File: config.mk
export PLATFORM = sky130hd
export DESIGN_NAME = steering_pid_hbridge_drive_core
export DESIGN_NICKNAME = d
export VERILOG_FILES = /design/src/hdl/spid_pkg.sv /design/src/hdl/spid_mul.sv /design/src/hdl/spid_div.sv /design/src/hdl/steering_pid_hbridge_drive_core.sv
export SDC_FILE = /design/constraint.sdc
export NUM_CORES = 2
export LEC_CHECK = 0
export CORE_MARGIN = 2
export CORE_UTILIZATION = 57
export CTS_CLUSTER_DIAMETER = 80
export CTS_CLUSTER_SIZE = 40
export DETAILED_ROUTE_END_ITERATION = 8
export DONT_BUFFER_PORTS = 1
export GPL_TIMING_DRIVEN = 1
export PLACE_DENSITY = 0.77
export SLEW_MARGIN = 15
export SYNTH_ARGS = -nofsm -noshare
export SYNTH_HDL_FRONTEND = slang
export SYNTH_HIERARCHICAL = 1
export SYNTH_SLANG_ARGS = --single-unit
File: constraint.sdc
create_clock -name clk -period 9.4 [get_ports clk]
set_clock_uncertainty 0.05 [all_clocks]
set_input_delay 0.94 -clock clk [delete_from_list [all_inputs] [get_ports clk]]
set_output_delay 0.94 -clock clk [all_outputs]
set_load 0.02 [all_outputs]
File: src/hdl/spid_pkg.sv
// Package for the steering PID H-bridge drive core.
// Holds widths, register indexes, mode and status codes, and the sequencer state type.
// No dependencies.
package spid_pkg;

  localparam int POS_BITS = 10;
  localparam int MUL_W    = 32;
  localparam int DIV_N    = 48;
  localparam int DIV_D    = 32;
  localparam int OUT_W    = 48;

  localparam logic [2:0] REG_PROP_GAIN   = 3'd0;
  localparam logic [2:0] REG_INTEG_GAIN  = 3'd1;
  localparam logic [2:0] REG_DERIV_GAIN  = 3'd2;
  localparam logic [2:0] REG_DEAD_BAND   = 3'd3;
  localparam logic [2:0] REG_INTEG_LIMIT = 3'd4;

  localparam logic [7:0] MODE_PAUSE  = 8'd0;
  localparam logic [7:0] MODE_MANUAL = 8'd1;
  localparam logic [7:0] MODE_AUTO   = 8'd2;

  localparam logic [3:0] STAT_NEUTRAL = 4'd0;
  localparam logic [3:0] STAT_RIGHT   = 4'd1;
  localparam logic [3:0] STAT_LEFT    = 4'd2;
  localparam logic [3:0] STAT_PAUSE   = 4'd3;
  localparam logic [3:0] STAT_AUTO    = 4'd4;
  localparam logic [3:0] STAT_HOLD    = 4'd7;
  localparam logic [3:0] STAT_FAULT   = 4'd8;
  localparam logic [3:0] STAT_NO_LINK = 4'd9;

  localparam logic [19:0] INTEG_MAX = 20'd524287;
  localparam logic [9:0]  MS_PER_S  = 10'd1000;
  localparam logic [7:0]  DUTY_MAX  = 8'd255;

  typedef enum logic [3:0] {
    ST_IDLE, ST_MUL_DT, ST_INTEG, ST_MUL_P, ST_MUL_I, ST_DIV_I,
    ST_MUL_D, ST_DIV_D, ST_SUM, ST_OUT
  } seq_state_t;

endpackage

File: src/hdl/spid_mul.sv
// Bit-serial unsigned multiplier, one multiplier bit per cycle.
// Depends on spid_pkg for the operand width.
module spid_mul
  import spid_pkg::*;
(
  input  logic                 clk,
  input  logic                 rst,
  input  logic                 start,
  input  logic [MUL_W-1:0]     a,
  input  logic [MUL_W-1:0]     b,
  output logic                 done,
  output logic [2*MUL_W-1:0]   prod
);

  logic [2*MUL_W-1:0]       acc;
  logic [MUL_W-1:0]         mcand;
  logic [$clog2(MUL_W)-1:0] cnt;
  logic                     busy;
  logic [MUL_W:0]           part;

  // Upper half accumulates; the lower half holds the multiplier bits still to use.
  assign part = {1'b0, acc[2*MUL_W-1:MUL_W]} + (acc[0] ? {1'b0, mcand} : '0);
  assign prod = acc;

  always_ff @(posedge clk) begin
    if (rst) begin
      busy <= 1'b0;
      done <= 1'b0;
      cnt  <= '0;
    end else begin
      done <= busy && (cnt == MUL_W[$clog2(MUL_W)-1:0] - 1'b1);
      if (start) begin
        busy <= 1'b1;
        cnt  <= '0;
      end else if (busy) begin
        cnt <= cnt + 1'b1;
        if (cnt == MUL_W[$clog2(MUL_W)-1:0] - 1'b1) begin
          busy <= 1'b0;
        end
      end
    end
  end

  always_ff @(posedge clk) begin
    if (start) begin
      acc   <= {{MUL_W{1'b0}}, b};
      mcand <= a;
    end else if (busy) begin
      acc <= {part, acc[MUL_W-1:1]};
    end
  end

endmodule

File: src/hdl/spid_div.sv
// Restoring bit-serial unsigned divider, one quotient bit per cycle.
// Depends on spid_pkg for dividend and divisor widths.
module spid_div
  import spid_pkg::*;
(
  input  logic              clk,
  input  logic              rst,
  input  logic              start,
  input  logic [DIV_N-1:0]  dividend,
  input  logic [DIV_D-1:0]  divisor,
  output logic              done,
  output logic [DIV_N-1:0]  quot
);

  logic [DIV_D-1:0]         rem;
  logic [DIV_D-1:0]         dsr;
  logic [$clog2(DIV_N)-1:0] cnt;
  logic                     busy;
  logic [DIV_D:0]           trial;
  logic                     ge;

  assign trial = {rem, quot[DIV_N-1]};
  assign ge    = trial >= {1'b0, dsr};

  always_ff @(posedge clk) begin
    if (rst) begin
      busy <= 1'b0;
      done <= 1'b0;
      cnt  <= '0;
    end else begin
      done <= busy && (cnt == $clog2(DIV_N)'(DIV_N - 1));
      if (start) begin
        busy <= 1'b1;
        cnt  <= '0;
      end else if (busy) begin
        cnt <= cnt + 1'b1;
        if (cnt == $clog2(DIV_N)'(DIV_N - 1)) begin
          busy <= 1'b0;
        end
      end
    end
  end

  always_ff @(posedge clk) begin
    if (start) begin
      rem  <= '0;
      dsr  <= divisor;
      quot <= dividend;
    end else if (busy) begin
      rem  <= ge ? DIV_D'(trial - {1'b0, dsr}) : trial[DIV_D-1:0];
      quot <= {quot[DIV_N-2:0], ge};
    end
  end

endmodule

File: src/hdl/steering_pid_hbridge_drive_core.sv
// Top level of the steering PID H-bridge drive core.
// Depends on spid_pkg, spid_mul and spid_div.
//
// One control tick goes in as an item and one result item comes out. Ticks that
// run no PID step (no link, pause, auto hold, unknown mode) go straight to the
// output state. A PID tick computes four products on one bit-serial multiplier
// and two quotients on one bit-serial divider (integral over 1000, and the derivative
// term over the time step; the second is skipped when the time step is zero). The
// block works on one tick at a time; the finished result sits in an output register,
// so the next tick is taken while the result waits for m_tready. The user must write
// gains and limits on the cfg port only while idle; the block does not enforce it.
module steering_pid_hbridge_drive_core
  import spid_pkg::*;
(
  input  logic        clk,
  input  logic        rst,
  input  logic        s_tvalid,
  output logic        s_tready,
  // now_ms[31:0], pot_reading[41:32], link_ok[42], manual_target[58:43],
  // auto_valid[59], auto_target[69:60], zero fill [71:70]
  input  logic [71:0] s_tdata,
  // drive_mode[7:0]
  input  logic [7:0]  s_tuser,
  output logic        m_tvalid,
  input  logic        m_tready,
  // right_duty[7:0], left_duty[15:8], last_err[32:16], zero fill [39:33]
  output logic [39:0] m_tdata,
  // drive_status[3:0]
  output logic [3:0]  m_tuser,
  input  logic        cfg_we,
  input  logic [2:0]  cfg_index,
  input  logic [15:0] cfg_data
);

  // Configuration registers.
  logic [15:0] prop_gain, integ_gain, deriv_gain;
  logic [9:0]  dead_band, integ_limit;

  always_ff @(posedge clk) begin
    if (rst) begin
      prop_gain   <= 16'd256;
      integ_gain  <= '0;
      deriv_gain  <= '0;
      dead_band   <= 10'd10;
      integ_limit <= 10'd100;
    end else if (cfg_we) begin
      case (cfg_index)
        REG_PROP_GAIN:   prop_gain   <= cfg_data;
        REG_INTEG_GAIN:  integ_gain  <= cfg_data;
        REG_DERIV_GAIN:  deriv_gain  <= cfg_data;
        REG_DEAD_BAND:   dead_band   <= cfg_data[9:0];
        REG_INTEG_LIMIT: integ_limit <= cfg_data[9:0];
        default: ;
      endcase
    end
  end

  // Input fields.
  logic [31:0]         now_ms;
  logic [POS_BITS-1:0] pot_reading, auto_target;
  logic                link_ok, auto_valid;
  logic signed [15:0]  manual_target;
  logic [7:0]          drive_mode;

  assign now_ms        = s_tdata[31:0];
  assign pot_reading   = POS_BITS'(s_tdata[41:32]);
  assign link_ok       = s_tdata[42];
  assign manual_target = s_tdata[58:43];
  assign auto_valid    = s_tdata[59];
  assign auto_target   = POS_BITS'(s_tdata[69:60]);
  assign drive_mode    = s_tuser;

  // Controller state.
  logic signed [19:0] integ_acc;
  logic signed [16:0] prev_err;
  logic [31:0]        prev_pid_time;

  // Working registers for the tick in progress.
  logic signed [16:0] err_q;
  logic signed [17:0] de_q;
  logic [31:0]        dt_q;
  logic               auto_q;
  logic signed [OUT_W-1:0] term_p, term_i, term_d;
  logic [DIV_N-1:0]   dprod;

  // Result held until the output register is free.
  logic [7:0]         res_right, res_left;
  logic [3:0]         res_status;
  logic signed [16:0] res_err;

  seq_state_t state, state_next;
  logic       op_started;

  logic               in_acc, pid_run;
  logic [3:0]         skip_status;
  logic signed [17:0] setpoint, diff;
  logic signed [16:0] err_new;
  logic [16:0]        err_mag, de_mag;
  logic [19:0]        integ_mag;

  logic                   mul_start, mul_done, div_start, div_done;
  logic [MUL_W-1:0]       mul_a, mul_b;
  logic [2*MUL_W-1:0]     mul_prod;
  logic [DIV_N-1:0]       div_n, div_q;
  logic [DIV_D-1:0]       div_d;
  logic                   out_load;

  assign in_acc = s_tvalid && s_tready;

  // Decide whether the tick runs a PID step, and the status when it does not.
  always_comb begin
    pid_run     = 1'b0;
    skip_status = STAT_FAULT;
    setpoint    = 18'(signed'(manual_target));
    unique case (drive_mode)
      MODE_PAUSE:  skip_status = STAT_PAUSE;
      MODE_MANUAL: pid_run = 1'b1;
      MODE_AUTO: begin
        pid_run     = auto_valid;
        skip_status = STAT_HOLD;
        setpoint    = signed'(18'(auto_target));
      end
      default: ;
    endcase
    if (!link_ok) begin
      pid_run     = 1'b0;
      skip_status = STAT_NO_LINK;
    end
  end

  // Error with saturation to the 17-bit range; only reachable with wide positions.
  assign diff    = setpoint - signed'(18'(pot_reading));
  assign err_new = (diff > 18'sd65535) ? 17'sd65535 :
                   (diff < -18'sd65536) ? -17'sd65536 : diff[16:0];

  assign err_mag   = err_q[16] ? 17'(-err_q) : err_q;
  assign de_mag    = de_q[17] ? 17'(-de_q) : de_q[16:0];
  assign integ_mag = integ_acc[19] ? 20'(-integ_acc) : integ_acc;

  // Integral update: add the signed error-time product and clamp to the limit.
  logic [19:0]        lim_raw, lim;
  logic signed [51:0] isum, prod_s;

  assign lim_raw = {integ_limit, 10'b0} - {6'b0, integ_limit, 4'b0} - {7'b0, integ_limit, 3'b0};
  assign lim     = (lim_raw > INTEG_MAX) ? INTEG_MAX : lim_raw;
  assign prod_s  = err_q[16] ? -signed'({3'b0, mul_prod[48:0]})
                             : signed'({3'b0, mul_prod[48:0]});
  assign isum    = 52'(integ_acc) + prod_s;

  // Output sum and drive magnitude.
  logic signed [OUT_W-1:0] out8;
  logic [OUT_W-1:0]        out_mag;
  logic [7:0]              duty;

  assign out8    = term_p + term_i + term_d;
  assign out_mag = out8[OUT_W-1] ? OUT_W'(-out8) : out8;
  assign duty    = (|out_mag[OUT_W-1:16]) ? DUTY_MAX : out_mag[15:8];

  // Sequencer: next state.
  always_comb begin
    state_next = state;
    unique case (state)
      ST_IDLE:   if (in_acc) state_next = pid_run ? ST_MUL_DT : ST_OUT;
      ST_MUL_DT: if (mul_done) state_next = ST_INTEG;
      ST_INTEG:  state_next = ST_MUL_P;
      ST_MUL_P:  if (mul_done) state_next = ST_MUL_I;
      ST_MUL_I:  if (mul_done) state_next = ST_DIV_I;
      ST_DIV_I:  if (div_done) state_next = ST_MUL_D;
      ST_MUL_D:  if (mul_done) state_next = (dt_q == '0) ? ST_SUM : ST_DIV_D;
      ST_DIV_D:  if (div_done) state_next = ST_SUM;
      ST_SUM:    state_next = ST_OUT;
      ST_OUT:    if (!m_tvalid || m_tready) state_next = ST_IDLE;
      default:   state_next = ST_IDLE;
    endcase
  end

  // Sequencer: outputs and operand selection for the shared units.
  always_comb begin
    s_tready  = 1'b0;
    mul_start = 1'b0;
    div_start = 1'b0;
    mul_a     = '0;
    mul_b     = '0;
    div_n     = '0;
    div_d     = '0;
    out_load  = 1'b0;
    unique case (state)
      ST_IDLE: s_tready = 1'b1;
      ST_MUL_DT: begin
        mul_start = !op_started;
        mul_a     = dt_q;
        mul_b     = MUL_W'(err_mag);
      end
      ST_MUL_P: begin
        mul_start = !op_started;
        mul_a     = MUL_W'(prop_gain);
        mul_b     = MUL_W'(err_mag);
      end
      ST_MUL_I: begin
        mul_start = !op_started;
        mul_a     = MUL_W'(integ_gain);
        mul_b     = MUL_W'(integ_mag);
      end
      ST_DIV_I: begin
        div_start = !op_started;
        div_n     = mul_prod[DIV_N-1:0];
        div_d     = DIV_D'(MS_PER_S);
      end
      ST_MUL_D: begin
        mul_start = !op_started;
        mul_a     = MUL_W'(deriv_gain);
        mul_b     = MUL_W'(de_mag);
      end
      ST_DIV_D: begin
        div_start = !op_started;
        div_n     = dprod;
        div_d     = dt_q;
      end
      ST_OUT: out_load = !m_tvalid || m_tready;
      default: ;
    endcase
  end

  always_ff @(posedge clk) begin
    if (rst) begin
      state      <= ST_IDLE;
      op_started <= 1'b0;
    end else begin
      state <= state_next;
      if (mul_start || div_start) begin
        op_started <= 1'b1;
      end else if (mul_done || div_done) begin
        op_started <= 1'b0;
      end
    end
  end

  // Controller state updates.
  always_ff @(posedge clk) begin
    if (rst) begin
      integ_acc     <= '0;
      prev_err      <= '0;
      prev_pid_time <= '0;
    end else begin
      if (state == ST_IDLE && in_acc && pid_run) begin
        prev_pid_time <= now_ms;
        prev_err      <= err_new;
      end
      if (state == ST_INTEG) begin
        if (isum > signed'({32'b0, lim})) begin
          integ_acc <= signed'(lim);
        end else if (isum < -signed'({32'b0, lim})) begin
          integ_acc <= 20'(-signed'({1'b0, lim}));
        end else begin
          integ_acc <= isum[19:0];
        end
      end
    end
  end

  // Datapath for the tick in progress.
  always_ff @(posedge clk) begin
    if (state == ST_IDLE && in_acc) begin
      err_q      <= err_new;
      de_q       <= 18'(err_new) - 18'(prev_err);
      dt_q       <= now_ms - prev_pid_time;
      auto_q     <= (drive_mode == MODE_AUTO);
      res_right  <= '0;
      res_left   <= '0;
      res_status <= skip_status;
      res_err    <= prev_err;
    end
    if (state == ST_MUL_P && mul_done) begin
      term_p <= err_q[16] ? -signed'(OUT_W'(mul_prod[33:0])) : signed'(OUT_W'(mul_prod[33:0]));
    end
    if (state == ST_DIV_I && div_done) begin
      term_i <= integ_acc[19] ? -signed'(div_q) : signed'(div_q);
    end
    if (state == ST_MUL_D && mul_done) begin
      dprod  <= {mul_prod[DIV_N-11:0], 10'b0} - {mul_prod[DIV_N-5:0], 4'b0}
              - {mul_prod[DIV_N-4:0], 3'b0};
      term_d <= '0;
    end
    if (state == ST_DIV_D && div_done) begin
      term_d <= de_q[17] ? -signed'(div_q) : signed'(div_q);
    end
    if (state == ST_SUM) begin
      res_err <= err_q;
      if ({3'b0, err_mag} <= {10'b0, dead_band}) begin
        res_right  <= '0;
        res_left   <= '0;
        res_status <= auto_q ? STAT_AUTO : STAT_NEUTRAL;
      end else if (!out8[OUT_W-1] && out8 != '0) begin
        res_right  <= duty;
        res_left   <= '0;
        res_status <= (auto_q ? STAT_AUTO : STAT_NEUTRAL) + STAT_RIGHT;
      end else begin
        res_right  <= '0;
        res_left   <= duty;
        res_status <= (auto_q ? STAT_AUTO : STAT_NEUTRAL) + STAT_LEFT;
      end
    end
  end

  // Output register.
  always_ff @(posedge clk) begin
    if (rst) begin
      m_tvalid <= 1'b0;
    end else if (out_load) begin
      m_tvalid <= 1'b1;
    end else if (m_tready) begin
      m_tvalid <= 1'b0;
    end
  end

  always_ff @(posedge clk) begin
    if (out_load) begin
      m_tdata <= {7'b0, res_err, res_left, res_right};
      m_tuser <= res_status;
    end
  end

  spid_mul u_mul (
    .clk   (clk),
    .rst   (rst),
    .start (mul_start),
    .a     (mul_a),
    .b     (mul_b),
    .done  (mul_done),
    .prod  (mul_prod)
  );

  spid_div u_div (
    .clk      (clk),
    .rst      (rst),
    .start    (div_start),
    .dividend (div_n),
    .divisor  (div_d),
    .done     (div_done),
    .quot     (div_q)
  );

endmodule

Yosys cells after proc, flatten, opt, wreduce, memory -nomap -nowiden

Cells that the tools add are included.

Input port bits: 104
Register bits: 700
Logic and storage cells: 204
Output and inout port bits: 46

Equal/unequal tests: 25
Add/sub/neg operators: 25
Reduce and logical (&&, ||, !) cells: 39
Multiplexer cells: 70
$lt $le $gt $ge: 7

Operators with widths:

| operator                            | count |
|---|---|
| 2-to-1 mux 48 bit                   | 7 |
| 2-to-1 mux 32 bit                   | 4 |
| one-hot mux 32 bit (4 select lines) | 1 |
| 2-to-1 mux 17 bit                   | 6 |
| adder 48 bit                        | 2 |
| negator 48 bit                      | 2 |
| one-hot mux 48 bit (2 select lines) | 1 |
| subtractor 48 bit                   | 2 |
| 2-to-1 mux 20 bit                   | 4 |
| 2-to-1 mux 8 bit                    | 8 |
| one-hot mux 32 bit (2 select lines) | 1 |
| subtractor 32 bit                   | 2 |
| 2-to-1 mux 4 bit                    | 15 |
| one-hot mux 20 bit (3 select lines) | 1 |
| adder 20 x 52 -> 52 bit             | 1 |
| > comparator 52 x 21 -> 1 bit       | 1 |
| < comparator 52 bit                 | 1 |
| 2-to-1 mux 52 bit                   | 1 |
| negator 20 -> 52 bit                | 1 |
| negator 49 -> 52 bit                | 1 |
| negator 34 -> 48 bit                | 1 |
| nonzero test 48 bit                 | 1 |
| negator 20 bit                      | 2 |
| one-hot mux 4 bit (10 select lines) | 1 |
| other kinds (47)                    | 99 |

Longest topological paths before layout

Depth after elaboration: 9
Mapped depth: 39
Depth with buffers taken out: 39

Cells and area by module

The synthesis kept the hierarchy.

By module, submodules not included:

| module                          | cells each | times used | area an instance (um^2) | seq. area each (um^2) |
|---|---|---|---|---|
| steering_pid_hbridge_drive_core | 4472       | 1          | 39315.2                 | 12802.3 |
| spid_div                        | 626        | 1          | 6736.5                  | 3203.1 |
| spid_mul                        | 543        | 1          | 5716.7                  | 2702.6 |

Least setup slack after synthesis

No wires, ideal clock.

Path kind: input-to-reg
Start point: input port s_tuser[5]
End point: register de_q[17], data pin
Arrival: 7.308 ns
Stages: 38
Slack: 1.786 ns
Cells stage by stage: nor4_1 -> nand2_1 -> nor2_1 -> nand2_1 -> clkbuf_1 -> clkbuf_1 -> nand2_1 -> nand2_1 -> ha_1 -> nor2b_1 -> o21ai_0 -> a21oi_1 -> o21ai_0 -> nand2b_1 -> a21o_1 -> a21o_1 -> a21oi_1 -> o21bai_1 -> [... 2 more ...] -> o21a_1 -> inv_1 -> ha_1 -> nor2b_1 -> o21ai_0 -> a21boi_0 -> o21ai_0 -> a21boi_0 -> o21ai_0 -> a21boi_0 -> o21ai_0 -> a21boi_0 -> o21ai_0 -> a21boi_0 -> o31a_1 -> o21a_1 -> o21ai_0 -> a31o_2

Word-level cells in the longest chain between the ends: 7
Elaborated cells on any way between the ends: 8
Those cells by class: add/sub (2); order compare (2); eq/ne (1); mux (3)

Ends and longest elaborated chain:

| what                           | RTL line                               | text |
|---|---|---|
| from (decl)                    | steering_pid_hbridge_drive_core.sv:23  | `input logic [7:0] s_tuser,` |
| equality test 8 x 2 -> 1 bit * | steering_pid_hbridge_drive_core.sv:115 | `unique case (drive_mode)` |
| 2-to-1 mux 18 bit *            | steering_pid_hbridge_drive_core.sv:115 |  |
| subtractor 18 x 11 -> 18 bit * | steering_pid_hbridge_drive_core.sv:132 | `assign diff = setpoint - signed'(18'(pot_reading));` |
| < comparator 18 x 17 -> 1 bit  | steering_pid_hbridge_drive_core.sv:134 | `(diff < -18'sd65536) ? -17'sd65536 : diff[16:0];` |
| 2-to-1 mux 17 bit              | steering_pid_hbridge_drive_core.sv:134 |  |
| 2-to-1 mux 17 bit *            | steering_pid_hbridge_drive_core.sv:133 | `assign err_new = (diff > 18'sd65535) ? 17'sd65535 :` |
| named net err_new[1]           | steering_pid_hbridge_drive_core.sv:97  | `logic signed [16:0] err_new;` |
| subtractor 17 x 17 -> 18 bit * | steering_pid_hbridge_drive_core.sv:265 | `de_q <= 18'(err_new) - 18'(prev_err);` |
| to (signal assigned)           | steering_pid_hbridge_drive_core.sv:265 |  |
| to (decl)                      | steering_pid_hbridge_drive_core.sv:80  | `logic signed [17:0] de_q;` |

The timed path passes the listed nets; every way through them passes the cells marked *.
A chain may end at the register's enable or synchronous reset.

Worst setup path in the final report

Start point: register u_mul.acc[1] (netlist: u_mul/prod[1])
End point: register integ_acc[14]

Word-level cells in the longest chain between the ends: 6
Elaborated cells on any way between the ends: 7
Those cells by class: add/sub (2); order compare (2); mux (3)

Ends and longest elaborated chain:

| what                      | RTL line                               | text |
|---|---|---|
| from (decl)               | spid_mul.sv:15                         | `logic [2*MUL_W-1:0] acc;` |
| from (signal assigned)    | spid_mul.sv:46                         | `acc <= {{MUL_W{1'b0}}, b};` |
| from (signal assigned)    | spid_mul.sv:49                         | `acc <= {part, acc[MUL_W-1:1]};` |
| negator 49 -> 52 bit *    | steering_pid_hbridge_drive_core.sv:146 | `assign prod_s = err_q[16] ? -signed'({3'b0, mul_prod[48:0]})` |
| 2-to-1 mux 52 bit *       | steering_pid_hbridge_drive_core.sv:146 |  |
| named net prod_s[5]       | steering_pid_hbridge_drive_core.sv:142 | `logic signed [51:0] isum, prod_s;` |
| adder 20 x 52 -> 52 bit * | steering_pid_hbridge_drive_core.sv:148 | `assign isum = 52'(integ_acc) + prod_s;` |
| < comparator 52 bit       | steering_pid_hbridge_drive_core.sv:252 | `end else if (isum < -signed'({32'b0, lim})) begin` |
| 2-to-1 mux 20 bit         | steering_pid_hbridge_drive_core.sv:252 |  |
| 2-to-1 mux 20 bit *       | steering_pid_hbridge_drive_core.sv:250 | `if (isum > signed'({32'b0, lim})) begin` |
| to (signal assigned)      | steering_pid_hbridge_drive_core.sv:251 | `integ_acc <= signed'(lim);` |
| to (signal assigned)      | steering_pid_hbridge_drive_core.sv:253 | `integ_acc <= 20'(-signed'({1'b0, lim}));` |
| to (signal assigned)      | steering_pid_hbridge_drive_core.sv:255 | `integ_acc <= isum[19:0];` |
| to (decl)                 | steering_pid_hbridge_drive_core.sv:74  | `logic signed [19:0] integ_acc;` |

Marked as above.

==> impl_metrics.toml <==
[clock_tree]
post_cts_resized = 0
insertion_delay_ns = 0.65
h-tree-depth = 2
holdBufCountCts = 0
post-cts-setup-buffers = 0
cts_buffers = 37
path_clk_slew_ns = 0.14
cts_tree = "yes"
cts_buffer_depth = 3
cts_root_buf = "clkbuf_16"
clkSinkCount = 697

[power]
p_total_uw = 16700
p_seq_share_pct = 29.6
p_int_uw = 8960
p_clk_share_pct = 13.0
leakagePower_uw = 0.0208
comb_power_share_pct = 57.5
vdd_ir_drop_max_uv = 295
swShare_pct = 46.4
powerDensity_mw_per_mm2 = 308
power.switching_uw = 7750

[worst_hold_path]
whs_endpoint = "prev_pid_time[29]"
hold_depth = 2
hold_path.startpoint = "s_tdata[29]"
hp-class = "in -> reg"

[worst_setup_path]
cp.required_ns = 9.88
reg2reg_to = "integ_acc[14]"
crit_slowest_cell = "o21ai_2"
cp.arrival_ns = 9.08
max_stage_delay_ns = 0.83
r2r_start = "u_mul/prod[1]"
crit_type = "reg -> reg"
crit_path_max_fanout = 18
r2r_cells = 34
start_kind = "register"
end_kind = "register"
reg2reg_slack_ns = 0.79

[drt]
drt-wirelength-per-cell_um = 20.1
vias = 41600
drt_pre_antenna_iters = 8
drt-initial-drc-count = 3989
wl_met2_um = 63300
ant_nets = 0
vias_per_cell = 6.20
route.detailed.drc = 0
highest_layer = "met4"
wl_met3_um = 9130
drt-total-wl_um = 135000
wl_met1_um = 58300

[synth]
ys_warn_count = 6
synth-xor-area-share_pct = 7.07
syn_inst = 5641
synth_fa_ha_area_share_pct = 13.7
synth-edff-count = 475
synth-seq-cells = 697
syn_avg_cell_area_sq_um = 9.18
syn_area_sq_mm = 0.0518
ys_async_sr_fraction_pct = 0
synth_top_family_by_area = "compound AO/OA/AOI/OAI gates"
synthMuxAreaShare_pct = 2.77
synth_compound_area_share_pct = 18.3
synth.distinct_cells = 118
synth-simple-area-share_pct = 17.8
yosysSeqAreaShare_pct = 36.1
ys.flop_type = "edfxtp_1"

[sta]
setup_violations = 0
rsz0062_at_grt = "false"
hold_viol = 0
fin_crit_sh_pct = 91.6
tightest_slew_ns = 1.29
fmax_mhz = 116
period_minus_slack_ns = 8.61
worst_slack_ns = 0.792
relSlewSlack_pct = 14.0
fin_setup_tns_ns = 0
slew_viol_final = 0

[final_layout]
multiInputGateArea_sq_mm = 0.0311
n_fill_cell = 7639
final_cells = 6706
final_nets = 6115
area_growth_pct = 4.80
seq_area_sq_mm = 0.0187
drive_gt1_share_pct = 5.50

[placement]
place_ws_ns = 0.825
hpwl_um = 102000
place.gp.congestion = 0.933
place_inst = 6636
io_buffers = 0

[floorplanning]
start_util_pct = 57.5
core_area_sq_mm = 0.0900
rows = 110
num_io_pins = 150
die_x_um = 305
die_h_um = 305
die_area_sq_mm = 0.0932

[flow_run]
drv_cap = 0

[global_route]
grt_max_degree = 155
grt_pass1_wl_um = 215000
antenna_found_initial = 4
grt_pass1_vias = 40000
grtUsageTotal_pct = 28.4
overflow = 0

[status]
outcome = "completed"
[final cells by class]
class / count / area share, %
diodes: 2 / 0.00922
clock buffers: 38 / 1.75
clock inverters: 30 / 1.12
inverters: 296 / 2.05
multi-input cells: 4425 / 57.3
flip-flops and latches: 697 / 34.5
well taps: 1176 / 2.71
repair buffers: 42 / 0.581
[worst max-delay path: cells and delay by family (launching register included)]
kind                       cells  cell delay [ns]
and+or+nand+nor               11             2.45
xor gates and xnor gates       2             0.40
buffers and inverters          2             0.45
DFF                            1             0.52
AOI/OAI and AO/OA             16             3.81
adders and majority gates      3             0.82
[metal layers]
metal / vias up / global-route usage, %
li1: 20100 / -
met1: 19900 / 38.3
met2: 1351 / 47.2
met3: 218 / 4.22
met4: 0 / 9.08
met5: - / 0
[worst max path at each step]
| stage | cells after the start | endpoint | slack [ns] | start |
|---|---|---|---|---|
| finish | 34 | integ_acc[14] | 0.79 | u_mul/prod[1] |
| global route | 32 | integ_acc[14] | 0.19 | u_mul/prod[1] |
| CTS | 32 | integ_acc[14] | 0.86 | u_mul/prod[1] |
| detailed placement | 40 | de_q[15] | 0.82 | s_tuser[5] |
| global placement | 40 | de_q[17] | 1.00 | s_tuser[5] |
| floorplan | 38 | de_q[17] | 1.79 | s_tuser[5] |
[kinds of logic (layout without fill, tap and decap cells)]
family / Yosys count / after routing
buf+inv: 537 / 406
flops: 697 / 697
mux: 132 / 132
xor+xnor: 418 / 418
simple gates: 1902 / 1902
other cells: 1 / 21
compound gates: 1442 / 1442
fa+ha+maj: 512 / 512
[cells in the mapped netlist, types with 14 or more instances]
cell type / count / area share (%)
o2111ai_1: 14 / 0.24
nand3b_1: 23 / 0.33
xnor2_1: 260 / 4.4
nand2b_1: 72 / 0.87
inv_1: 293 / 2.1
a31oi_1: 43 / 0.52
clkbuf_1: 189 / 1.4
or3_1: 65 / 0.79
a21boi_0: 25 / 0.36
mux2i_1: 40 / 0.77
o211ai_1: 26 / 0.38
and2_1: 112 / 1.4
o21ai_0: 281 / 2.7
a211oi_1: 61 / 0.88
buf_4: 18 / 0.26
ha_1: 418 / 10
mux2_2: 92 / 2.0
o22ai_1: 14 / 0.17
and4_1: 20 / 0.34
nor4_1: 43 / 0.52
fa_1: 94 / 3.6
a222oi_1: 18 / 0.35
a311oi_1: 20 / 0.34
a22oi_1: 14 / 0.20
buf_2: 14 / 0.14
a21o_1: 134 / 1.9
o21a_1: 56 / 0.81
xor2_1: 158 / 2.7
nand4_1: 62 / 0.75
or2_2: 23 / 0.28
nor2_1: 401 / 2.9
and3_1: 47 / 0.57
a21oi_1: 439 / 4.2
o21bai_1: 20 / 0.29
edfxtp_1: 475 / 28
dfxtp_1: 222 / 8.6
a22o_1: 49 / 0.83
nor2b_1: 58 / 0.70
o31ai_1: 54 / 0.78
buf_1: 16 / 0.12
or4_1: 15 / 0.22
nor4b_1: 24 / 0.41
nor3_1: 86 / 0.83
nand2_1: 703 / 5.1
nand3_1: 94 / 0.91
[cell usage in the layout (no fill, tap or decap), types with 134 or more instances in the layout]
cell / n
nand2_1: 702
edfxtp_1: 475
a21oi_1: 439
ha_1: 418
nor2_1: 395
inv_1: 292
o21ai_0: 280
xnor2_1: 260
dfxtp_1: 220
xor2_1: 158
a21o_1: 134
[metrics by stage]
stage / hold WS [ns] / instance area [sq um] / util [%]
finish: 0.350 / 54300 / 60.3
global route: 0.335 / 54300 / 60.3
CTS: 0.326 / 54200 / 60.3
detailed placement: 0.355 / 52700 / 58.5
global placement: 0.352 / 52700 / 58.5
floorplan: 0.350 / 51800 / -
[power by group through the flow]
stage	clock [uW]	combinational, uW	sequential (uW)
4_1_cts	2200	9450	4930
3_5_place_dp	0	9370	4990
2_1_floorplan	0	7350	4710
5_1_grt	2300	10700	4990
6_report	2160	9600	4940
3_3_place_gp	0	9150	4980
[flip-flops by register name, indices dropped and copies added, names as in the netlist, 33 cells and up]
register	count
dprod	45
m_tdata	33
term_d	48
term_i	48
term_p	48
u_div/quot	48
u_mul/prod	64
Note: power is estimated with default switching activity, not from simulation.
